===== src/sv/thkr_pkg.sv =====
`default_nettype none
package thkr_pkg;

    localparam int QUEUE_DEPTH_DEF = 8;
    localparam int MAP_ENTRIES_DEF = 4;
    localparam int MAX_RESULTS     = 10;

    localparam logic [1:0] MODE_OFF      = 2'd0;
    localparam logic [1:0] MODE_ON       = 2'd1;
    localparam logic [1:0] MODE_NO_DELAY = 2'd2;

    localparam logic [2:0] REG_DEFAULT_TIMEOUT = 3'd0;
    localparam logic [2:0] REG_INITIAL_MODE    = 3'd1;
    localparam logic [2:0] REG_ENABLE_CODE     = 3'd2;
    localparam logic [2:0] REG_DISABLE_CODE    = 3'd3;
    localparam logic [2:0] REG_BINDING_BASE    = 3'd4;

    localparam logic [15:0] RESET_TIMEOUT = 16'd200;
    localparam logic [1:0]  RESET_MODE    = MODE_ON;

    // One held key event.
    typedef struct packed {
        logic [7:0]  addr;
        logic [15:0] code;
        logic        pressed;
        logic [15:0] stamp;
    } held_t;

    // Which value the datapath presents on the result port.
    typedef enum logic [1:0] {
        SRC_INPUT,    // the accepted event, unchanged
        SRC_HEAD,     // the queue head, unchanged
        SRC_TAP,      // the queue head with the binding's output code
        SRC_COURTESY  // release of the queue head's own code
    } out_src_t;

    // Commands from the controller to the datapath.
    typedef struct packed {
        logic     capture;     // latch the input item
        logic     push;        // append the latched event to the queue
        logic     push_press;  // push it as a press
        logic     pop;         // drop the queue head
        logic     set_mode_on;
        logic     set_mode_off;
        logic     set_binding; // load pending binding from search result
        logic     load_out;    // load the output register
        out_src_t out_src;
        logic     out_last;
    } thkr_cmd_t;

    // Status from the datapath to the controller.
    typedef struct packed {
        logic       is_tick;
        logic       pass_through;
        logic       is_enable;
        logic       is_disable;
        logic       mode_off;
        logic       mode_nd;
        logic       on;
        logic       off;
        logic       empty;
        logic       full;
        logic       one_left;
        logic       head_match;
        logic       timed_out;
        logic       bind_found;
        logic       tap_ok;
    } thkr_sts_t;

endpackage
`default_nettype wire


===== src/sv/thkr_ram.sv =====
`default_nettype none
module thkr_ram #(
    parameter int WIDTH = 8,
    parameter int DEPTH = 8
) (
    input  wire                      aclk,
    input  wire                      we,
    input  wire [$clog2(DEPTH)-1:0]  waddr,
    input  wire [WIDTH-1:0]          wdata,
    input  wire [$clog2(DEPTH)-1:0]  raddr,
    output logic [WIDTH-1:0]         rdata_reg
);
    logic [WIDTH-1:0] mem [DEPTH];

    always_ff @(posedge aclk) begin
        if (we) begin
            mem[waddr] <= wdata;
        end
        rdata_reg <= mem[raddr];
    end
endmodule
`default_nettype wire


===== src/sv/thkr_datapath.sv =====
`default_nettype none
module thkr_datapath
    import thkr_pkg::*;
#(
    parameter int QUEUE_DEPTH = QUEUE_DEPTH_DEF,
    parameter int MAP_ENTRIES = MAP_ENTRIES_DEF
) (
    input  wire         aclk,
    input  wire         aresetn,
    input  wire         cfg_valid,
    input  wire  [2:0]  cfg_index,
    input  wire  [48:0] cfg_data,
    input  wire         s_kind,
    input  wire  [7:0]  s_key_addr,
    input  wire         s_addr_valid,
    input  wire  [15:0] s_key_code,
    input  wire         s_toggled_on,
    input  wire         s_toggled_off,
    input  wire         s_injected,
    input  wire  [15:0] s_now_ms,
    input  thkr_cmd_t   cmd,
    output thkr_sts_t   sts,
    output logic [7:0]  m_out_addr,
    output logic [15:0] m_out_code,
    output logic        m_out_pressed,
    output logic        m_last
);
    localparam int QW = (QUEUE_DEPTH > 1) ? $clog2(QUEUE_DEPTH) : 1;
    localparam int CW = $clog2(QUEUE_DEPTH + 1);
    localparam int BW = (MAP_ENTRIES > 1) ? $clog2(MAP_ENTRIES) : 1;
    localparam int HW = $bits(held_t);

    logic [15:0] timeout_reg;
    logic [1:0]  mode_reg;
    logic [15:0] enable_reg;
    logic [15:0] disable_reg;
    logic [48:0] bind_reg [MAP_ENTRIES];

    logic        kind_reg, avalid_reg, on_reg, off_reg, inj_reg;
    logic [7:0]  addr_reg;
    logic [15:0] code_reg, now_reg;

    logic [QW-1:0] rd_ptr_reg, wr_ptr_reg;
    logic [CW-1:0] count_reg;
    logic [BW-1:0] pend_reg;
    logic          pend_valid_reg;

    logic [BW-1:0] bind_idx;
    logic          bind_hit;
    held_t         head;
    logic [HW-1:0] head_bits;
    held_t         wr_item;
    logic [15:0]   to_eff, elapsed;
    logic [BW-1:0] rd_next;

    // Priority search over a handful of bindings: lowest index wins.
    always_comb begin
        bind_hit = 1'b0;
        bind_idx = '0;
        for (int i = MAP_ENTRIES - 1; i >= 0; i--) begin
            if (bind_reg[i][48] && bind_reg[i][47:32] == code_reg) begin
                bind_hit = 1'b1;
                bind_idx = BW'(i);
            end
        end
    end

    assign rd_next = '0;

    always_comb begin
        wr_item.addr    = addr_reg;
        wr_item.code    = code_reg;
        wr_item.pressed = cmd.push_press | on_reg;
        wr_item.stamp   = now_reg;
    end

    // The read port follows the head pointer, pre-advanced on a pop; a push into an empty queue reads its slot.
    logic [QW-1:0] raddr;
    always_comb begin
        raddr = rd_ptr_reg;
        if (cmd.pop) begin
            raddr = (rd_ptr_reg == QW'(QUEUE_DEPTH - 1)) ? '0 : rd_ptr_reg + 1'b1;
        end
    end

    thkr_ram #(.WIDTH(HW), .DEPTH(QUEUE_DEPTH)) u_queue (
        .aclk      (aclk),
        .we        (cmd.push),
        .waddr     (wr_ptr_reg),
        .wdata     (wr_item),
        .raddr     ((cmd.push && count_reg == '0) ? wr_ptr_reg : raddr),
        .rdata_reg (head_bits)
    );
    assign head = held_t'(head_bits);

    always_comb begin
        to_eff = timeout_reg;
        if (pend_valid_reg && bind_reg[pend_reg][15:0] != 16'd0) begin
            to_eff = bind_reg[pend_reg][15:0];
        end
        elapsed = now_reg - head.stamp;
    end

    always_comb begin
        sts.is_tick      = kind_reg;
        sts.pass_through = !avalid_reg || inj_reg;
        sts.is_enable    = on_reg && code_reg == enable_reg;
        sts.is_disable   = on_reg && code_reg == disable_reg;
        sts.mode_off     = mode_reg == MODE_OFF;
        sts.mode_nd      = mode_reg == MODE_NO_DELAY;
        sts.on           = on_reg;
        sts.off          = off_reg;
        sts.empty        = count_reg == '0;
        sts.full         = count_reg >= CW'(QUEUE_DEPTH);
        sts.one_left     = count_reg == CW'(1);
        sts.head_match   = head.addr == addr_reg;
        sts.timed_out    = elapsed > to_eff;
        sts.bind_found   = bind_hit;
        sts.tap_ok       = pend_valid_reg;
    end

    always_ff @(posedge aclk) begin
        if (cmd.capture) begin
            kind_reg   <= s_kind;
            addr_reg   <= s_key_addr;
            avalid_reg <= s_addr_valid;
            code_reg   <= s_key_code;
            on_reg     <= s_toggled_on;
            off_reg    <= s_toggled_off;
            inj_reg    <= s_injected;
            now_reg    <= s_now_ms;
        end
        if (cmd.load_out) begin
            m_last <= cmd.out_last;
            unique case (cmd.out_src)
                SRC_INPUT: begin
                    m_out_addr    <= addr_reg;
                    m_out_code    <= code_reg;
                    m_out_pressed <= on_reg | cmd.push_press;
                end
                SRC_HEAD: begin
                    m_out_addr    <= head.addr;
                    m_out_code    <= head.code;
                    m_out_pressed <= head.pressed;
                end
                SRC_TAP: begin
                    m_out_addr    <= head.addr;
                    m_out_code    <= bind_reg[pend_reg][31:16];
                    m_out_pressed <= head.pressed;
                end
                SRC_COURTESY: begin
                    m_out_addr    <= head.addr;
                    m_out_code    <= head.code;
                    m_out_pressed <= 1'b0;
                end
                default: begin
                    m_out_addr    <= addr_reg;
                    m_out_code    <= code_reg;
                    m_out_pressed <= on_reg;
                end
            endcase
        end
        if (!aresetn) begin
            timeout_reg    <= RESET_TIMEOUT;
            mode_reg       <= RESET_MODE;
            enable_reg     <= '0;
            disable_reg    <= '0;
            for (int i = 0; i < MAP_ENTRIES; i++) bind_reg[i] <= '0;
            rd_ptr_reg     <= '0;
            wr_ptr_reg     <= '0;
            count_reg      <= '0;
            pend_reg       <= '0;
            pend_valid_reg <= 1'b1;
        end else begin
            if (cfg_valid) begin
                unique case (cfg_index)
                    REG_DEFAULT_TIMEOUT: timeout_reg <= cfg_data[15:0];
                    REG_INITIAL_MODE:    mode_reg    <= cfg_data[1:0];
                    REG_ENABLE_CODE:     enable_reg  <= cfg_data[15:0];
                    REG_DISABLE_CODE:    disable_reg <= cfg_data[15:0];
                    default: begin
                        for (int i = 0; i < MAP_ENTRIES; i++) begin
                            if (cfg_index == REG_BINDING_BASE + 3'(i)) begin
                                bind_reg[i] <= cfg_data;
                            end
                        end
                    end
                endcase
            end
            if (cmd.set_mode_on) mode_reg <= MODE_ON;
            else if (cmd.set_mode_off) mode_reg <= MODE_OFF;
            if (cmd.set_binding) begin
                pend_reg       <= bind_hit ? bind_idx : rd_next;
                pend_valid_reg <= 1'b1;
            end
            if (cmd.push) begin
                wr_ptr_reg <= (wr_ptr_reg == QW'(QUEUE_DEPTH - 1)) ? '0 : wr_ptr_reg + 1'b1;
            end
            if (cmd.pop) rd_ptr_reg <= raddr;
            if (cmd.push && !cmd.pop)      count_reg <= count_reg + 1'b1;
            else if (cmd.pop && !cmd.push) count_reg <= count_reg - 1'b1;
        end
    end
endmodule
`default_nettype wire


===== src/sv/thkr_ctrl.sv =====
`default_nettype none
module thkr_ctrl
    import thkr_pkg::*;
(
    input  wire       aclk,
    input  wire       aresetn,
    input  wire       s_valid,
    output logic      s_ready,
    output logic      m_valid,
    input  wire       m_ready,
    input  thkr_sts_t sts,
    output thkr_cmd_t cmd
);
    // WAIT states let the queue's registered read port settle after a
    // pop before the head is used again.
    typedef enum logic [3:0] {
        ST_IDLE, ST_SETTLE, ST_DECIDE, ST_TAP, ST_TAP_WAIT, ST_FLUSH,
        ST_FLUSH_WAIT, ST_TAIL, ST_OUT
    } state_t;

    state_t state_reg, state_next, ret_reg, ret_next;
    logic   m_valid_next;
    logic   flush_tick_reg, flush_tick_next;
    logic   courtesy_reg, courtesy_next;
    logic   tail_silent;

    assign s_ready = state_reg == ST_IDLE;

    // The tail step emits nothing when a bound press is only queued.
    assign tail_silent = sts.on && sts.bind_found && !sts.mode_nd;

    always_comb begin
        cmd             = '0;
        cmd.out_src     = SRC_INPUT;
        state_next      = state_reg;
        ret_next        = ret_reg;
        m_valid_next    = m_valid;
        flush_tick_next = flush_tick_reg;
        courtesy_next   = courtesy_reg;
        unique case (state_reg)
            ST_IDLE: begin
                if (s_valid) begin
                    cmd.capture = 1'b1;
                    state_next  = ST_SETTLE;
                end
            end
            ST_SETTLE: state_next = ST_DECIDE;
            ST_DECIDE: begin
                flush_tick_next = 1'b0;
                courtesy_next   = 1'b0;
                if (sts.is_tick) begin
                    if (!sts.empty && sts.timed_out) begin
                        flush_tick_next = 1'b1;
                        state_next = ST_FLUSH;
                    end else begin
                        state_next = ST_IDLE;
                    end
                end else if (sts.pass_through) begin
                    cmd.load_out = 1'b1; cmd.out_last = 1'b1;
                    m_valid_next = 1'b1; ret_next = ST_IDLE; state_next = ST_OUT;
                end else if (sts.is_enable) begin
                    cmd.set_mode_on = 1'b1; state_next = ST_IDLE;
                end else if (sts.is_disable) begin
                    cmd.set_mode_off = 1'b1; state_next = ST_IDLE;
                end else if (sts.mode_off) begin
                    cmd.load_out = 1'b1; cmd.out_last = 1'b1;
                    m_valid_next = 1'b1; ret_next = ST_IDLE; state_next = ST_OUT;
                end else if (!sts.empty && sts.off && sts.head_match) begin
                    state_next = ST_TAP;
                end else if (!sts.empty && sts.off && !sts.full) begin
                    cmd.push = 1'b1; state_next = ST_IDLE;
                end else if (!sts.empty) begin
                    state_next = ST_FLUSH;
                end else begin
                    state_next = ST_TAIL;
                end
            end
            ST_TAP: begin
                cmd.load_out = 1'b1;
                m_valid_next = 1'b1;
                if (sts.mode_nd && sts.tap_ok && !courtesy_reg) begin
                    cmd.out_src   = SRC_COURTESY;
                    courtesy_next = 1'b1;
                    ret_next      = ST_TAP;
                end else begin
                    cmd.out_src  = sts.tap_ok ? SRC_TAP : SRC_HEAD;
                    cmd.pop      = 1'b1;
                    cmd.out_last = sts.one_left && tail_silent;
                    ret_next     = ST_TAP_WAIT;
                end
                state_next = ST_OUT;
            end
            ST_TAP_WAIT: state_next = sts.empty ? ST_TAIL : ST_FLUSH;
            ST_FLUSH: begin
                cmd.load_out = 1'b1; cmd.out_src = SRC_HEAD; cmd.pop = 1'b1;
                cmd.out_last = sts.one_left && (flush_tick_reg || tail_silent);
                m_valid_next = 1'b1; ret_next = ST_FLUSH_WAIT; state_next = ST_OUT;
            end
            ST_FLUSH_WAIT: begin
                if (!sts.empty)         state_next = ST_FLUSH;
                else if (flush_tick_reg) state_next = ST_IDLE;
                else                     state_next = ST_TAIL;
            end
            ST_TAIL: begin
                // After any flush: a press may bind, else pass the event on.
                if (sts.on) cmd.set_binding = 1'b1;
                if (sts.on && sts.bind_found) begin
                    cmd.push = 1'b1; cmd.push_press = 1'b1;
                    if (sts.mode_nd) begin
                        cmd.load_out = 1'b1; cmd.out_last = 1'b1;
                        m_valid_next = 1'b1; ret_next = ST_IDLE; state_next = ST_OUT;
                    end else begin
                        state_next = ST_IDLE;
                    end
                end else begin
                    cmd.load_out = 1'b1; cmd.out_last = 1'b1;
                    m_valid_next = 1'b1; ret_next = ST_IDLE; state_next = ST_OUT;
                end
            end
            ST_OUT: begin
                if (m_ready) begin
                    m_valid_next = 1'b0;
                    state_next   = ret_reg;
                end
            end
            default: state_next = ST_IDLE;
        endcase
    end

    always_ff @(posedge aclk) begin
        if (!aresetn) begin
            state_reg      <= ST_IDLE;
            ret_reg        <= ST_IDLE;
            m_valid        <= 1'b0;
            flush_tick_reg <= 1'b0;
            courtesy_reg   <= 1'b0;
        end else begin
            state_reg      <= state_next;
            ret_reg        <= ret_next;
            m_valid        <= m_valid_next;
            flush_tick_reg <= flush_tick_next;
            courtesy_reg   <= courtesy_next;
        end
    end
endmodule
`default_nettype wire


===== src/sv/tap_hold_key_resolver_top.sv =====
// Channel  | Handshake              | Payload
// s_       | s_valid / s_ready      | kind, key_addr, addr_valid, key_code, toggles,
//          |                        | injected, now_ms
// m_       | m_valid / m_ready      | out_addr, out_code, out_pressed, last
// cfg_     | cfg_valid / cfg_ready  | cfg_index (3 bits), cfg_data (49 bits)
//
// One item is handled at a time: a capture, a settle and a decision step.
// Each result waits in the output state until it is taken; a flushed or tapped
// entry next passes a wait state, and a courtesy release returns to the tap step.
// Reset is synchronous and active low; the queue needs no clearing pass.
// A stall on the result side holds the controller in its output state.
`default_nettype none
module tap_hold_key_resolver_top
    import thkr_pkg::*;
#(
    parameter int QUEUE_DEPTH = QUEUE_DEPTH_DEF,
    parameter int MAP_ENTRIES = MAP_ENTRIES_DEF
) (
    input  wire         aclk,
    input  wire         aresetn,
    input  wire         cfg_valid,
    output logic        cfg_ready,
    input  wire  [2:0]  cfg_index,
    input  wire  [48:0] cfg_data,
    input  wire         s_valid,
    output logic        s_ready,
    input  wire         s_kind,
    input  wire  [7:0]  s_key_addr,
    input  wire         s_addr_valid,
    input  wire  [15:0] s_key_code,
    input  wire         s_toggled_on,
    input  wire         s_toggled_off,
    input  wire         s_injected,
    input  wire  [15:0] s_now_ms,
    output logic        m_valid,
    input  wire         m_ready,
    output logic [7:0]  m_out_addr,
    output logic [15:0] m_out_code,
    output logic        m_out_pressed,
    output logic        m_last
);
    thkr_cmd_t cmd;
    thkr_sts_t sts;

    // Configuration is taken at any time; the user must write only while idle, unenforced.
    assign cfg_ready = 1'b1;

    thkr_ctrl u_ctrl (
        .aclk(aclk), .aresetn(aresetn), .s_valid(s_valid), .s_ready(s_ready),
        .m_valid(m_valid), .m_ready(m_ready), .sts(sts), .cmd(cmd)
    );

    thkr_datapath #(.QUEUE_DEPTH(QUEUE_DEPTH), .MAP_ENTRIES(MAP_ENTRIES)) u_dp (
        .aclk(aclk), .aresetn(aresetn), .cfg_valid(cfg_valid),
        .cfg_index(cfg_index), .cfg_data(cfg_data),
        .s_kind(s_kind), .s_key_addr(s_key_addr), .s_addr_valid(s_addr_valid),
        .s_key_code(s_key_code), .s_toggled_on(s_toggled_on),
        .s_toggled_off(s_toggled_off), .s_injected(s_injected), .s_now_ms(s_now_ms),
        .cmd(cmd), .sts(sts), .m_out_addr(m_out_addr), .m_out_code(m_out_code),
        .m_out_pressed(m_out_pressed), .m_last(m_last)
    );
endmodule
`default_nettype wire


===== config.mk =====
export PLATFORM = sky130hd
export DESIGN_NAME = tap_hold_key_resolver_top
export DESIGN_NICKNAME = d
export VERILOG_FILES = /design/src/sv/thkr_pkg.sv /design/src/sv/thkr_ram.sv /design/src/sv/thkr_datapath.sv /design/src/sv/thkr_ctrl.sv /design/src/sv/tap_hold_key_resolver_top.sv
export SDC_FILE = /design/constraint.sdc
export NUM_CORES = 1
export LEC_CHECK = 0
export ABC_AREA = 1
export BUFFER_PORTS_ARGS = -buffer_cell sky130_fd_sc_hd__buf_2
export CELL_PAD_IN_SITES_DETAIL_PLACEMENT = 1
export CELL_PAD_IN_SITES_GLOBAL_PLACEMENT = 2
export CORE_UTILIZATION = 35
export DETAILED_ROUTE_END_ITERATION = 10
export MAX_ROUTING_LAYER = met4
export PLACE_DENSITY_LB_ADDON = 0.1
export SYNTH_ARGS = -nofsm -noshare
export SYNTH_HDL_FRONTEND = slang
export SYNTH_SLANG_ARGS = --single-unit

===== constraint.sdc =====
create_clock -name aclk -period 5.85 [get_ports aclk]
set_input_delay 0.8775 -clock aclk [delete_from_list [all_inputs] [get_ports aclk]]
set_output_delay 0.8775 -clock aclk [all_outputs]
set_load 0.02 [all_outputs]

==> flow_summary.json <==
{
  "wl_um": 106000,
  "antenna_left": 0,
  "yosys.area.top_type_share_pct": 55.3,
  "start_util_pct": 35.3,
  "dpl.hpwl_um": 66200,
  "max_cap_viol_count": 0,
  "whs_path_depth": 1,
  "finalMaxSlewViolations": 0,
  "fillers": 10200,
  "die_x_um": 306,
  "layout-drive-gt1-share_pct": 10.2,
  "ys_ff_latch": 710,
  "syn_area_um2": 32300,
  "synth.distinct_cells": 58,
  "synthXorXnorAreaFrac_pct": 1.41,
  "synth_ff_type": "edfxtp_1",
  "fin_crit_sh_pct": 76.0,
  "synth_edf_count": 595,
  "drc": 0,
  "synth_top_family_by_area": "simple AND/OR/NAND/NOR gates",
  "yosys.cell_count.top_type": "edfxtp_1",
  "grt_pass1_vias": 24600,
  "setup_violations": 0,
  "worst_slew_pin_slew_ns": 1.23,
  "skew_ns": 0.0217,
  "cp_common_cell": "nand2_1",
  "rr_worst_depth": 21,
  "synth_area_leaders": "edfxtp_1 (55%), dfxtp_1 (7.1%), nand3_1 (6.4%), nand2_1 (6.4%), inv_1 (6.3%)",
  "antenna_found_initial": 1,
  "ios": 131,
  "critPathMaxFanout": 9,
  "cts_max_level": 3,
  "synth_seq_area_share_pct": 62.4,
  "avgSynthCellArea_um2": 9.81,
  "clkLatencyLatePin_ns": 0.66,
  "core_area_um2": 91500,
  "critPathKind": "reg2reg",
  "grt_pass1_wl_um": 158000,
  "design_area_um2": 37000,
  "port_buffers": 129,
  "rsz0062_at_grt": "no",
  "fp.dieH_um": 306,
  "clk_pin_slew_ns": 0.06,
  "vdd_ir_drop_max_v": 0.000218,
  "dieArea_um2": 93600,
  "holdCritPathClass": "in2reg",
  "cts_tree": "yes",
  "worst_ep_required_time_ns": 6.42,
  "start_kind": "flop",
  "status": "completed",
  "drtIter0Drc": 1408,
  "nets": 3546,
  "yosys_warnings": 0,
  "area_growth_pct": 14.3,
  "largest_reg_flops": 328,
  "first_pass_iters": 5,
  "period_needed_ns": 4.45,
  "grt_max_degree": 165,
  "crit_chain": "inv_1, ha_1, fa_1, o21ai_0, a21oi_1, o21bai_1, nand2_1, a21oi_1, a31oi_1, o21ai_0, xor2_1, inv_1, ha_1, nand4_1, nor3_1, nand2_1, o2111ai_1, nand4_1, nand3_1, nand2_1, nor2_1",
  "cts_resized": 0,
  "dp_cells": 4503,
  "netlist_instances": 3295,
  "slowest_delay_ns": 0.48,
  "end_kind": "flop",
  "clock_sinks": 710,
  "syn-num-nets": 3438,
  "postCtsHoldBufs": 0,
  "grt-ovfl-total": 0,
  "final_hold_viol_count": 0,
  "post_dp_cell_area_um2": 34300,
  "gp_congestion": 0.860,
  "grt_usage_pct": 23.5,
  "drt-vias-per-instance": 5.08,
  "cts_buffer_depth": 3,
  "wl_per_cell_um": 22.8,
  "slowest_stage": "edfxtp_1",
  "max_slew_margin_pct": 18.2,
  "arrival_ns": 5.02,
  "synth_adder_area_share_pct": 1.61,
  "postCtsSetupRepairBufs": 0,
  "yosys.area_share.simple_pct": 19.4,
  "rows": 111,
  "fmax_ghz": 0.225,
  "powerDensity_nw_per_um2": 330,
  "synth-async-reset-ratio_pct": 0,
  "finish.utilization_pct": 40.4,
  "leakagePower_nw": 15.5,
  "layoutNonFillerInstCount": 4660,
  "setup_tns_ns": 0,
  "synth_compound_area_share_pct": 6.14,
  "vias": 23700,
  "synthMuxAreaShare_pct": 0,
  "cts-root-buf": "clkbuf_16",
  "synth_commonest_cells": "edfxtp_1 (595), nand2_1 (547), inv_1 (541), nand3_1 (412), nor2_1 (337)",
  "yosys.area.top_type": "edfxtp_1",
  "cts_buffers": 84
}
## final timing paths
kind | from | end | slack (ns)
worst max-delay path | u_dp.now_reg[0] | u_ctrl.state_reg[2] | 1.40
worst min register to register | u_dp.pend_reg[0] | flop | 0.48
worst max register to register | u_dp.now_reg[0] | u_ctrl.state_reg[2] | 1.40
worst min-delay path | s_key_addr[7] | u_dp.addr_reg[7] | 0.40
## cells in the final DEF (no fill, tap or decap), drive strengths merged, types with 5 or more instances in the layout
| cell type | count |
|---|---|
| edfxtp | 595 |
| xnor2 | 32 |
| o21ai | 143 |
| clkbuf | 126 |
| nor3 | 22 |
| o22ai | 19 |
| nor4 | 9 |
| or2 | 9 |
| nand4 | 30 |
| a21oi | 124 |
| ha | 40 |
| nor2 | 339 |
| xor2 | 20 |
| o211ai | 5 |
| a32o | 13 |
| dfxtp | 115 |
| nand3b | 47 |
| clkinv | 24 |
| nand2 | 552 |
| nand3 | 416 |
| buf | 178 |
| inv | 562 |
| a22oi | 17 |
## layer usage
metal | GRT usage (%) | wire length [um]
met5 | - | 0
met4 | 7.78 | 3130
met2 | 38.0 | 50700
met1 | 30.3 | 48400
met3 | 3.19 | 4080
## power by group
part	switching [W]	internal [W]	total [W]
Clock	0.00213	0.00301	0.00514
Combinational	0.000815	0.000350	0.00117
Sequential	0.000178	0.00572	0.00590
## layout make-up
type | instances | area [um2] | area share, %
clock buffers | 126 | 2400 | 6.50
repair buffers | 178 | 1110 | 3.01
flip-flops and latches | 710 | 20200 | 54.6
multi-input cells | 1868 | 9400 | 25.4
well taps | 1186 | 1480 | 4.02
inverters | 561 | 2110 | 5.70
diodes | 1 | 2.50 | 0.00677
clock inverters | 30 | 270 | 0.731
## metrics by stage
stage / hold WS, ns / worst slack (ns) / power, W
finish: 0.396 / 1.40 / 0.0122
global route: 0.371 / 0.941 / 0.0127
CTS: 0.348 / 1.39 / 0.0124
detailed placement: 0.465 / 1.42 / 0.00717
global placement: 0.454 / 1.44 / 0.00714
floorplan: 0.440 / 0.787 / 0.00664
## worst max-delay path: cells and delay by family, from the launching register on
| family | cells | cell delay (ns) |
|---|---|---|
| compound gates | 7 | 1.75 |
| simple gates | 8 | 0.94 |
| fa+ha+maj | 3 | 0.88 |
| flops | 1 | 0.48 |
| xor+xnor | 1 | 0.17 |
| buf+inv | 2 | 0.14 |
## kinds of logic (layout without fill, tap and decap cells)
group,Yosys count,count (layout)
compound gates,347,347
flops,710,710
xor+xnor,52,52
other cells,1,2
simple gates,1427,1427
buf+inv,717,895
fa+ha+maj,41,41
(Power assumes the default switching activity.)
